File: config.mk
export PLATFORM = sky130hd
export DESIGN_NAME = tlc_divider
export DESIGN_NICKNAME = d
export VERILOG_FILES = /design/src/rtl/tlc_pkg.sv /design/src/rtl/tlc_divider.sv
export SDC_FILE = /design/constraint.sdc
export NUM_CORES = 2
export LEC_CHECK = 0
export ABC_AREA = 1
export BUFFER_PORTS_ARGS = -buffer_cell sky130_fd_sc_hd__buf_2
export CAP_MARGIN = 0
export CORE_ASPECT_RATIO = 1.2
export CORE_MARGIN = 2
export CORE_UTILIZATION = 58
export DETAILED_ROUTE_END_ITERATION = 10
export GPL_ROUTABILITY_DRIVEN = 1
export GPL_TIMING_DRIVEN = 0
export PLACE_DENSITY = 0.87
export SYNTH_ARGS = -nofsm -noshare
export SYNTH_HDL_FRONTEND = slang
export SYNTH_SLANG_ARGS = --single-unit
File: constraint.sdc
create_clock -name clk -period 6.35 [get_ports clk]
set_input_delay 0.3175 -clock clk [delete_from_list [all_inputs] [get_ports clk]]
set_output_delay 0.3175 -clock clk [all_outputs]
set_load 0.01 [all_outputs]
File: src/rtl/tlc_pkg.sv
// Shared types, constants and the power table function of the two-channel lux calculator.
package tlc_pkg;

  localparam int COUNT_W = 16;
  localparam int QUOT_W = 16;
  localparam int LUX_W = 11;
  localparam int POWER_TABLE_BITS_DEF = 10;
  localparam int COEF_FRACTION_BITS_DEF = 24;
  localparam logic [LUX_W-1:0] LUX_MAX = 11'd2047;

  typedef logic [COUNT_W-1:0] count_t;

  typedef enum logic [2:0] {
    REG_NONE = 3'd0,
    REG_LOW  = 3'd1,
    REG_MID  = 3'd2,
    REG_HIGH = 3'd3,
    REG_TOP  = 3'd4
  } region_t;

  // Everything about one item that rides alongside the ratio datapath.
  typedef struct packed {
    count_t  c0;
    count_t  c1;
    region_t region;
  } side_t;

  // Largest y with y <= 2^16 * (k / 2^tbits)^1.4, found by comparing y^5 with
  // the scaled seventh power of k in exact integer arithmetic.
  function automatic logic [15:0] pow_entry(input int k, input int tbits);
    logic [127:0] kk;
    logic [127:0] mm;
    logic [16:0]  lo;
    logic [16:0]  hi;
    logic [16:0]  mid;
    int           e;
    e  = 80 - 7 * tbits;
    kk = 128'(k);
    for (int j = 0; j < 6; j++) begin
      kk = kk * 128'(k);
    end
    if (e > 0) begin
      kk = kk << e;
    end
    lo = 17'd0;
    hi = 17'd65536;
    for (int n = 0; n < 18; n++) begin
      if (lo < hi) begin
        mid = 17'((18'(lo) + 18'(hi) + 18'd1) >> 1);
        mm  = 128'(mid);
        for (int j = 0; j < 4; j++) begin
          mm = mm * 128'(mid);
        end
        if (e < 0) begin
          mm = mm << (-e);
        end
        if (mm <= kk) begin
          lo = mid;
        end else begin
          hi = mid - 17'd1;
        end
      end
    end
    return lo[15:0];
  endfunction

endpackage

File: src/rtl/tlc_divider.sv
// Region classification and a restoring divider that forms the Q0.16 ratio one bit per stage.
module tlc_divider (
  input  logic            clk,
  input  logic            rst,
  input  logic            in_valid,
  output logic            in_ready,
  input  tlc_pkg::count_t c0,
  input  tlc_pkg::count_t c1,
  output logic            out_valid,
  input  logic            out_ready,
  output tlc_pkg::side_t  out_side,
  output logic [tlc_pkg::QUOT_W-1:0] out_quot
);
  import tlc_pkg::*;

  localparam int STAGES = QUOT_W + 1;

  logic          vld    [STAGES];
  logic          rdy    [STAGES];
  logic [15:0]   rem_r  [STAGES];
  logic [QUOT_W-1:0] quot_r [STAGES];
  side_t         side_r [STAGES];

  logic    is_low;
  logic    is_mid;
  logic    is_high;
  logic    is_top;
  region_t region_next;

  for (genvar k = 0; k < STAGES; k++) begin : g_rdy
    if (k == STAGES - 1) begin : g_last
      assign rdy[k] = !vld[k] || out_ready;
    end else begin : g_mid
      assign rdy[k] = !vld[k] || rdy[k+1];
    end
  end

  assign in_ready = rdy[0];

  // Exact cross-multiplied borders at 0.50, 0.61, 0.80 and 1.30.
  assign is_low  = {c1, 1'b0} <= {1'b0, c0};
  assign is_mid  = (23'(c1) * 23'd100) <= (23'(c0) * 23'd61);
  assign is_high = (19'(c1) * 19'd5) <= (19'(c0) * 19'd4);
  assign is_top  = (20'(c1) * 20'd10) <= (20'(c0) * 20'd13);

  always_comb begin
    if (c0 == '0 || c1 == '0) begin
      region_next = REG_NONE;
    end else if (is_low) begin
      region_next = REG_LOW;
    end else if (is_mid) begin
      region_next = REG_MID;
    end else if (is_high) begin
      region_next = REG_HIGH;
    end else if (is_top) begin
      region_next = REG_TOP;
    end else begin
      region_next = REG_NONE;
    end
  end

  always_ff @(posedge clk) begin
    if (rst) begin
      vld[0] <= 1'b0;
    end else if (rdy[0]) begin
      vld[0] <= in_valid;
    end
    if (rdy[0]) begin
      side_r[0].c0     <= c0;
      side_r[0].c1     <= c1;
      side_r[0].region <= region_next;
      // Only the lowest region needs the ratio; the others divide zero.
      rem_r[0]  <= (region_next == REG_LOW) ? c1 : 16'd0;
      quot_r[0] <= '0;
    end
  end

  for (genvar k = 1; k < STAGES; k++) begin : g_step
    logic [16:0] trial;
    logic        take;

    assign trial = {rem_r[k-1], 1'b0};
    assign take  = trial >= {1'b0, side_r[k-1].c0};

    always_ff @(posedge clk) begin
      if (rst) begin
        vld[k] <= 1'b0;
      end else if (rdy[k]) begin
        vld[k] <= vld[k-1];
      end
      if (rdy[k]) begin
        rem_r[k]  <= take ? 16'(trial - {1'b0, side_r[k-1].c0}) : trial[15:0];
        quot_r[k] <= {quot_r[k-1][QUOT_W-2:0], take};
        side_r[k] <= side_r[k-1];
      end
    end
  end

  assign out_valid = vld[STAGES-1];
  assign out_side  = side_r[STAGES-1];
  assign out_quot  = quot_r[STAGES-1];

endmodule

==> flow_summary.ini <==
[cts]
clock_latency_ns = 0.72
path_clk_slew_ns = 0.06
cts_made_buffers = 97
clock_path_buffers = 3
cts_root_buf = clkbuf_16
cts_tree = done
cts.sinks = 1004
h-tree-depth = 3

[power]
leakagePower_nw = 26.1
peakVddDrop_v = 0.000299
power_density_mw_per_mm2 = 451

[critical_path]
r2r_start = vld[15]$_DFFE_PP_
worstReg2RegEnd = rem_r[0][18]$_DFFE_PP_
slowest_stage = dlygate4sd3_1
ff2ff_path_depth = 9
required_ns = 6.81
crit_top_cell = inv_1
worstPathMaxFanout = 10
endpoint_kind = flop
crit_arrival_ns = 6.49
startpoint_type = input port
max_stage_delay_ns = 0.53
path_class = in2reg
r2r_setup_slack_ns = 1.42

[routing]
drcViolationCount = 0
ant_nets = 0
drt-pass1-iter-count = 6
wirelength_um = 111000
via_per_inst = 5.61
wl_per_cell_um = 18.4
vias = 33900
drtIter0Drc = 2231

[timing]
setup_violations = 0
maxSlewHeadroom_pct = 14.2
fin_crit_sh_pct = 95.0
finalMaxSlewViolations = 0
whs_ns = 0.0312
rsz0062_at_grt = false
fin_skew_ns = 0.0773
post-route-min-period_ns = 6.03
worstMarginPinSlew_ns = 1.29
finalHoldViolations = 0
fmax_mhz = 166

[global_routing]
antenna_found_initial = 0
grt_pass1_vias = 34700
grt_start_max_net_pins = 68
overflow = 0
grt_pass1_wl_um = 175000
grt_use_total_pct = 24.0

[synthesis]
synth_nets = 5184
synth_edf_count = 1004
synthCells = 4571
ys.flop_type = edfxtp_1
ys_warn_count = 0
avgSynthCellArea_um2 = 11.5
syn_area_mm2 = 0.0526
ys_seq_elements = 1004
synth.yosys.seq_area_share_pct = 57.3
async_flop_share_pct = 0
synth.distinct_cells = 52

[floorplanning]
io_pins = 89
start_util_pct = 58.3
rows = 121
die_y_um = 334
core_mm2 = 0.0902
fp.dieW_um = 279
dieArea_mm2 = 0.0931

[job]
cap_violations = 0

[finish]
drive_gt1_share_pct = 8.61
nets = 5411
diodes = 0
syn_to_final_growth_pct = 10.9
final_cells = 6047

[status]
status = completed

[min_path]
hold_class = in2reg
worstHoldPathCells = 3
min_from = in_valid
hold_path_end = vld[0]$_DFFE_PP_

[placement]
gp_congestion = 0.949
port-buffer-count = 88
hpwl_um = 78300
dp_cells = 5835
[metal layers]
| layer | up-vias | global-route usage [%] | part of all wire [%] |
|---|---|---|---|
| met2 | 1140 | 47.2 | 55 |
| met1 | 16100 | 23.3 | 34 |
| met3 | 400 | 3.12 | 4.5 |
| li1 | 16200 | - | - |
| met4 | 0 | 14.9 | 6.2 |
| met5 | - | 0 | 0 |
[metrics by stage]
stage                     TNS, ns  setup slack (ns)  util [%]  instance area, um^2  total power, W
final                           0             0.315      64.6                58300          0.0263
after CTS                       0             0.184      64.6                58300          0.0262
after global routing            0            0.0340      64.6                58300          0.0280
after global placement    -133.58             -1.78      60.4                54500          0.0197
after detailed placement  -126.27             -1.34      60.6                54700          0.0202
after floorplan                 0             0.228         -                52600          0.0176
[flip-flops by register name, summed over array words and instances, names as in the netlist]
name    cells
quot_r    136
rem_r     256
side_r    595
vld        17
[cells by family (layout without fill, tap and decap cells)]
group	count (synthesis)	in the layout	share of synthesized area (%)
AO/OA/AOI/OAI	708	708	7.46
AND/OR/NAND/NOR	1259	1267	10.3
buffers and inverters	787	1087	6.10
other	1	1	0.00713
adder cells (fa/ha/maj)	577	577	14.9
flip-flops	1004	1004	57.3
XOR/XNOR	235	235	3.91
[cells in the mapped netlist, types with 74 or more instances]
cell | count | area (um^2)
ha_1 | 495 | 6190
xor2_1 | 132 | 1160
inv_1 | 684 | 2570
edfxtp_1 | 1004 | 30100
fa_1 | 82 | 1640
nand2_1 | 737 | 2770
o21ai_0 | 187 | 936
o21ai_1 | 74 | 370
a21oi_1 | 292 | 1460
xnor2_1 | 103 | 902
nand3_1 | 128 | 641
nor2_1 | 216 | 811
[layout by cell type, fill, tap and decap left out, types with 52 or more instances in the layout]
cell       instances
inv_1            679
a21oi_1          292
buf_2            119
edfxtp_1        1004
nor2_1           216
clkbuf_16         97
xnor2_1          103
o21ai_1           74
nand3_1          128
buf_4             52
fa_1              82
ha_1             495
xor2_1           132
nand2_1          733
o21ai_0          186
[how the worst max path moves through the flow]
stage | start | to | slack, ns | cells after the start
floorplan | vld[16]$_SDFFCE_PN0P_ | rem_r[0][0]$_SDFFCE_PP0P_ | 0.23 | 11
finish | c0[3] | rem_r[0][12]$_SDFFCE_PP0P_ | 0.32 | 29
CTS | vld[16]$_SDFFCE_PN0P_ | in_ready | 0.18 | 13
global route | c0[3] | rem_r[0][6]$_SDFFCE_PP0P_ | 0.03 | 29
global placement | out_ready | in_ready | -1.78 | 12
detailed placement | out_ready | in_ready | -1.34 | 13
[cell type report]
type | instances | area, um^2
fill | 6372 | 31900
sequential | 1004 | 30100
multi-input combinational | 2788 | 19400
inverter | 700 | 2630
clock buffer | 107 | 2460
tap | 1168 | 1460
timing repair buffer | 120 | 853
clock inverter | 73 | 835
buffer | 87 | 579
[critical path, delay by kind of cell]
family | cells | cell delay, ns
simple gates | 9 | 1.47
xor+xnor | 1 | 0.18
fa+ha+maj | 5 | 2.20
compound gates | 6 | 0.95
buf+inv | 8 | 1.36
[repair_timing]
action,CTS,global route
hold endpoints to repair,24,0
gates cloned,7,1
setup buffers,1,0
pin swaps,6,0
hold buffers,23,0
gates resized for setup,1,2
setup endpoints to repair,161,12
[report_power, final]
group | internal, W | switching, W
Combinational | 0.00385 | 0.00621
Clock | 0.00330 | 0.00255
Sequential | 0.00956 | 0.000827
Total | 0.0167 | 0.00959
Note: power is estimated with default switching activity, not from simulation.
