### config.mk
export PLATFORM = sky130hd
export DESIGN_NAME = tlc_lux
export DESIGN_NICKNAME = d
export VERILOG_FILES = /design/src/rtl/tlc_pkg.sv /design/src/rtl/tlc_lux.sv
export SDC_FILE = /design/constraint.sdc
export NUM_CORES = 2
export LEC_CHECK = 0
export ABC_AREA = 0
export BUFFER_PORTS_ARGS = -buffer_cell sky130_fd_sc_hd__buf_2
export CORE_UTILIZATION = 45
export CTS_BUF_LIST = sky130_fd_sc_hd__clkbuf_4
export DETAILED_ROUTE_END_ITERATION = 6
export HOLD_SLACK_MARGIN = 0.05
export PLACE_DENSITY_LB_ADDON = 0.25
export SLEW_MARGIN = 20
export SYNTH_ARGS = -nofsm -noshare
export SYNTH_HDL_FRONTEND = slang
export SYNTH_SLANG_ARGS = --single-unit
### constraint.sdc
create_clock -name clk -period 16.3 [get_ports clk]
set_clock_uncertainty 0.1 [all_clocks]
set_input_delay 0 -clock clk [delete_from_list [all_inputs] [get_ports clk]]
set_output_delay 0 -clock clk [all_outputs]
set_load 0.05 [all_outputs]
### src/rtl/tlc_pkg.sv
// Shared types, constants and the power table function of the two-channel lux calculator.
package tlc_pkg;

  localparam int COUNT_W = 16;
  localparam int QUOT_W = 16;
  localparam int LUX_W = 11;
  localparam int POWER_TABLE_BITS_DEF = 10;
  localparam int COEF_FRACTION_BITS_DEF = 24;
  localparam logic [LUX_W-1:0] LUX_MAX = 11'd2047;

  typedef logic [COUNT_W-1:0] count_t;

  typedef enum logic [2:0] {
    REG_NONE = 3'd0,
    REG_LOW  = 3'd1,
    REG_MID  = 3'd2,
    REG_HIGH = 3'd3,
    REG_TOP  = 3'd4
  } region_t;

  // Everything about one item that rides alongside the ratio datapath.
  typedef struct packed {
    count_t  c0;
    count_t  c1;
    region_t region;
  } side_t;

  // Largest y with y <= 2^16 * (k / 2^tbits)^1.4, found by comparing y^5 with
  // the scaled seventh power of k in exact integer arithmetic.
  function automatic logic [15:0] pow_entry(input int k, input int tbits);
    logic [127:0] kk;
    logic [127:0] mm;
    logic [16:0]  lo;
    logic [16:0]  hi;
    logic [16:0]  mid;
    int           e;
    e  = 80 - 7 * tbits;
    kk = 128'(k);
    for (int j = 0; j < 6; j++) begin
      kk = kk * 128'(k);
    end
    if (e > 0) begin
      kk = kk << e;
    end
    lo = 17'd0;
    hi = 17'd65536;
    for (int n = 0; n < 18; n++) begin
      if (lo < hi) begin
        mid = 17'((18'(lo) + 18'(hi) + 18'd1) >> 1);
        mm  = 128'(mid);
        for (int j = 0; j < 4; j++) begin
          mm = mm * 128'(mid);
        end
        if (e < 0) begin
          mm = mm << (-e);
        end
        if (mm <= kk) begin
          lo = mid;
        end else begin
          hi = mid - 17'd1;
        end
      end
    end
    return lo[15:0];
  endfunction

endpackage

### src/rtl/tlc_lux.sv
// Coefficient products, region difference, scaling and saturation to whole lux.
module tlc_lux #(
  parameter int COEF_BITS = tlc_pkg::COEF_FRACTION_BITS_DEF
) (
  input  logic           clk,
  input  logic           rst,
  input  logic           in_valid,
  output logic           in_ready,
  input  tlc_pkg::side_t in_side,
  input  logic [15:0]    power,
  output logic           out_valid,
  input  logic           out_ready,
  output logic [tlc_pkg::LUX_W-1:0] lux
);
  import tlc_pkg::*;

  localparam int STAGES = 4;
  localparam int CW = COEF_BITS;
  localparam int PW = CW + 16;
  localparam int DL = (PW + 1) / 2;
  localparam int DH = PW - DL;
  localparam int SW = PW + 16;

  // Coefficients rounded to nearest, ties up.
  localparam logic [63:0] A1_FULL = ((64'd304 << CW) + 64'd5000) / 64'd10000;
  localparam logic [63:0] B1_FULL = ((64'd62 << CW) + 64'd500) / 64'd1000;
  localparam logic [63:0] A2_FULL = ((64'd224 << CW) + 64'd5000) / 64'd10000;
  localparam logic [63:0] B2_FULL = ((64'd31 << CW) + 64'd500) / 64'd1000;
  localparam logic [63:0] A3_FULL = ((64'd128 << CW) + 64'd5000) / 64'd10000;
  localparam logic [63:0] B3_FULL = ((64'd153 << CW) + 64'd5000) / 64'd10000;
  localparam logic [63:0] A4_FULL = ((64'd146 << CW) + 64'd50000) / 64'd100000;
  localparam logic [63:0] B4_FULL = ((64'd112 << CW) + 64'd50000) / 64'd100000;

  localparam logic [CW-1:0] A1 = A1_FULL[CW-1:0];
  localparam logic [CW-1:0] B1 = B1_FULL[CW-1:0];
  localparam logic [CW-1:0] A2 = A2_FULL[CW-1:0];
  localparam logic [CW-1:0] B2 = B2_FULL[CW-1:0];
  localparam logic [CW-1:0] A3 = A3_FULL[CW-1:0];
  localparam logic [CW-1:0] B3 = B3_FULL[CW-1:0];
  localparam logic [CW-1:0] A4 = A4_FULL[CW-1:0];
  localparam logic [CW-1:0] B4 = B4_FULL[CW-1:0];

  localparam logic [PW-1:0] A1_SCALED = PW'(A1) << 16;

  function automatic logic [LUX_W-1:0] lux_sat(input logic [15:0] v);
    return (v > 16'(LUX_MAX)) ? LUX_MAX : v[LUX_W-1:0];
  endfunction

  logic vld [STAGES];
  logic rdy [STAGES];

  logic [CW-1:0] coef_x;
  logic [CW-1:0] coef_y;
  logic [15:0]   opnd_y;

  logic [PW-1:0] mul_x;
  logic [PW-1:0] mul_y;
  count_t        c0_0;
  logic          low0;

  logic [PW-1:0] dval1;
  logic [15:0]   lin1;
  count_t        c0_1;
  logic          low1;

  logic [DL+15:0] part_lo;
  logic [DH+15:0] part_hi;
  logic [15:0]    lin2;
  logic           low2;

  logic [SW-1:0]    total;
  logic [15:0]      low_lux;
  logic [LUX_W-1:0] lux3;

  for (genvar k = 0; k < STAGES; k++) begin : g_rdy
    if (k == STAGES - 1) begin : g_last
      assign rdy[k] = !vld[k] || out_ready;
    end else begin : g_mid
      assign rdy[k] = !vld[k] || rdy[k+1];
    end
  end

  assign in_ready = rdy[0];

  // The lowest region reuses the second product for B times the interpolated power.
  always_comb begin
    case (in_side.region)
      REG_LOW: begin
        coef_x = '0;
        coef_y = B1;
        opnd_y = power;
      end
      REG_MID: begin
        coef_x = A2;
        coef_y = B2;
        opnd_y = in_side.c1;
      end
      REG_HIGH: begin
        coef_x = A3;
        coef_y = B3;
        opnd_y = in_side.c1;
      end
      REG_TOP: begin
        coef_x = A4;
        coef_y = B4;
        opnd_y = in_side.c1;
      end
      default: begin
        coef_x = '0;
        coef_y = '0;
        opnd_y = '0;
      end
    endcase
  end

  always_ff @(posedge clk) begin
    if (rst) begin
      vld[0] <= 1'b0;
      vld[1] <= 1'b0;
      vld[2] <= 1'b0;
      vld[3] <= 1'b0;
    end else begin
      if (rdy[0]) begin
        vld[0] <= in_valid;
      end
      if (rdy[1]) begin
        vld[1] <= vld[0];
      end
      if (rdy[2]) begin
        vld[2] <= vld[1];
      end
      if (rdy[3]) begin
        vld[3] <= vld[2];
      end
    end
  end

  assign total   = (SW'(part_hi) << DL) + SW'(part_lo);
  assign low_lux = total[SW-1:CW+16];

  always_ff @(posedge clk) begin
    if (rdy[0]) begin
      mul_x <= PW'(coef_x) * PW'(in_side.c0);
      mul_y <= PW'(coef_y) * PW'(opnd_y);
      c0_0  <= in_side.c0;
      low0  <= (in_side.region == REG_LOW);
    end
    if (rdy[1]) begin
      // A non-positive difference gives zero lux in every region.
      dval1 <= (A1_SCALED > mul_y) ? (A1_SCALED - mul_y) : '0;
      lin1  <= (mul_x > mul_y) ? 16'((mul_x - mul_y) >> CW) : 16'd0;
      c0_1  <= c0_0;
      low1  <= low0;
    end
    if (rdy[2]) begin
      part_lo <= (DL+16)'(dval1[DL-1:0]) * (DL+16)'(c0_1);
      part_hi <= (DH+16)'(dval1[PW-1:DL]) * (DH+16)'(c0_1);
      lin2    <= lin1;
      low2    <= low1;
    end
    if (rdy[3]) begin
      lux3 <= low2 ? lux_sat(low_lux) : lux_sat(lin2);
    end
  end

  assign out_valid = vld[3];
  assign lux       = lux3;

endmodule

==> results_dict.tcl <==
set metrics [dict create \
    h-tree-depth 3 \
    worstSetupEndpointType "flop" \
    die_w_um 333 \
    fp.coreArea_sq_mm 0.108 \
    ant_nets 0 \
    start_util_pct 45.7 \
    syn_to_final_growth_pct 6.55 \
    drt-initial-drc-count 1983 \
    max_cap_viol_count 0 \
    max_slew.worst_pin.slew_ps 1050 \
    avgSynthCellArea_sq_um 9.76 \
    min_path_type "in2reg" \
    rows 120 \
    io_pins 68 \
    overflow 0 \
    setup_viol 0 \
    grt_max_degree 70 \
    fin_crit_sh_pct 47.8 \
    critical_path_class "in2reg" \
    fmax_mhz 128 \
    crit_arrival_ps 8330 \
    tns_ps 0 \
    hold_ws_ps 241 \
    crit_fanout 20 \
    regArea_sq_mm 0.00754 \
    port_buffers 67 \
    fin_crit_ps 7790 \
    hpwlAfterDp_mm 102 \
    async_flop_share_pct 0 \
    viasPerCell 5.18 \
    drtPass1Iterations 5 \
    syn-cell-area_sq_mm 0.0492 \
    vias 34100 \
    gr-usage-all-layers_pct 23.5 \
    fp.dieArea_sq_mm 0.111 \
    nets 6666 \
    worst_slew_margin_rel_pct 29.6 \
    die_y_um 333 \
    cts_made_buffers 71 \
    ys_seq_elements 251 \
    ys_types 82 \
    ys_warn_count 0 \
    clk_latency_ps 830 \
    wl_mm 125 \
    netlist_instances 5044 \
    finalHoldViolCount 0 \
    gp_congestion 0.954 \
    clock_sink_count 251 \
    multi_input_area_sq_mm 0.0366 \
    ys.flop_type "edfxtp_1" \
    fillers 10300 \
    tritoncts "done" \
    finalWorstSetupSlack_ps 8510 \
    ys_seq_area_share_pct 15.3 \
    rsz0062_at_grt "false" \
    clockBufferDepth 3 \
    clk_pin_slew_ps 60 \
    grt_antenna_before_repair 2 \
    cp.required_ps 16840 \
    outcome "complete, no violations" \
    maxSlewViolCount 0 \
    grt_pass1_vias 37300 \
    cts-root-buf "clkbuf_4" \
    post_drt_wl_per_cell_um 18.9 \
    post_cts_buffers 0 \
    drive_above_1_share_pct 4.93 \
    start_kind "input port" \
    synth_edf_count 251 \
    post-place-ws_ps 7970 \
    grt_pass1_wl_mm 203 \
    post-route-drc-count 0 \
]
[logic make-up after synthesis]
group / Yosys count / synth area share [%]
adder cells (fa/ha/maj): 1485 / 52.8
buffers and inverters: 1385 / 10.6
XOR/XNOR: 144 / 2.56
multiplexers: 2 / 0.0407
other: 1 / 0.00761
AND/OR/NAND/NOR: 1312 / 12.4
flip-flops: 251 / 15.3
AO/OA/AOI/OAI: 464 / 6.32
[synth_stat cells, types with 6 or more instances]
master / count / area share, %
inv_1: 1243 / 9.5
fa_1: 987 / 40
nand2_1: 625 / 4.8
ha_1: 498 / 13
edfxtp_1: 251 / 15
and2_1: 244 / 3.1
nor2_1: 209 / 1.6
a21oi_1: 137 / 1.4
clkbuf_1: 133 / 1.0
xnor2_1: 103 / 1.8
o21ai_0: 73 / 0.74
a21o_1: 71 / 1.1
nand3_1: 45 / 0.46
xor2_1: 41 / 0.73
nor3_1: 36 / 0.37
nand2b_1: 27 / 0.34
nand4_1: 25 / 0.32
o21bai_1: 25 / 0.38
a31oi_1: 20 / 0.25
nor2b_1: 20 / 0.25
and3_1: 19 / 0.24
o21a_1: 18 / 0.27
a211oi_1: 16 / 0.24
o211ai_1: 10 / 0.15
nor3b_1: 9 / 0.14
nor4_1: 8 / 0.10
or2_2: 8 / 0.10
or3_1: 7 / 0.089
a21boi_0: 6 / 0.091
a221oi_1: 6 / 0.11
a31o_2: 6 / 0.11
[timing repair]
| item | in CTS | in global routing |
|---|---|---|
| hold buffers | 45 | 0 |
| resized for setup | 0 | 0 |
| hold endpoints to repair | 44 | 0 |
[worst paths after layout]
check | startpoint | to | slack, ps | cells after the start
worst min register to register | lin1[13] | lin2[13] | 290 | 0
worst min-delay path | power[1] | mul_y[1] | 240 | 5
worst max register to register | dval1[30] | part_hi[34] | 9080 | 22
worst max-delay path | in_side[2] | mul_y[37] | 8510 | 26
[registers in the layout, summed over array words and instances (netlist names)]
signal   flops
mul_x       38
mul_y       39
vld          4
lin1        16
part_lo     16
part_hi     36
low2         1
low1         1
lin2        16
low0         1
c0_1        16
lux         11
c0_0        16
dval1       40
[critical path, stage by stage]
cell and delay, ps:
dlygate4sd3_1 520, buf_2 180, nand2b_1 120, buf_4 300, nor2_1 120, buf_4 210
nand2_1 170, inv_1 120, a21oi_1 810, nor2_1 400, fa_1 630, fa_1 450
fa_1 480, fa_1 400, fa_1 540, fa_1 420, ha_1 360, a21o_1 200
a21oi_1 170, o211ai_1 130, a221oi_2 250, a32oi_1 190, a31oi_2 340, o21ai_1 170
or4b_1 510, nand3_1 90
[per-stage QoR]
stage	instances	utilization, %	area, sq um
after floorplan	5050	-	49300
after global placement	6411	47.4	51100
after detailed placement	6411	47.4	51100
after CTS	6579	48.7	52500
after global routing	6582	48.7	52500
final	6583	48.7	52500
[metal layers]
layer	GRT usage (%)	vias up	share of wire [%]
met2	40.0	863	48
met1	31.5	17400	45
met4	6.60	0	2.6
met3	2.83	202	4.6
li1	-	15700	-
met5	0	-	0
[cells in the final DEF, fill, tap and decap left out, drive strengths merged, types with 11 or more instances in the layout]
master and instances:
and2 244, nand2 625, clkinv 25, o21ai 81, a21o 71, nand3 45, nor3b 11, xor2 41
nor2b 20, fa 987, ha 498, o211ai 11, o21bai 25, clkbuf 93, nor2 209, inv 1245
xnor2 103, nand2b 27, and3 19, a21oi 139, nor3 37, buf 99, a31oi 22, nand4 25
a211oi 17, o21a 18, dlygate4sd3 45, edfxtp 251
[layout make-up]
class	instances	area share [%]
Timing Repair Buffer	144	1.96
Clock buffer	93	1.33
Sequential cell	251	14.4
Multi-Input combinational cell	3414	69.7
Inverter	1244	8.90
Antenna cell	4	0.0191
Clock inverter	30	0.429
Tap cell	1403	3.35
Power is left out: the tool's default activity adds up to more than one toggle a clock period on the data nets, which glitch-free logic cannot reach.
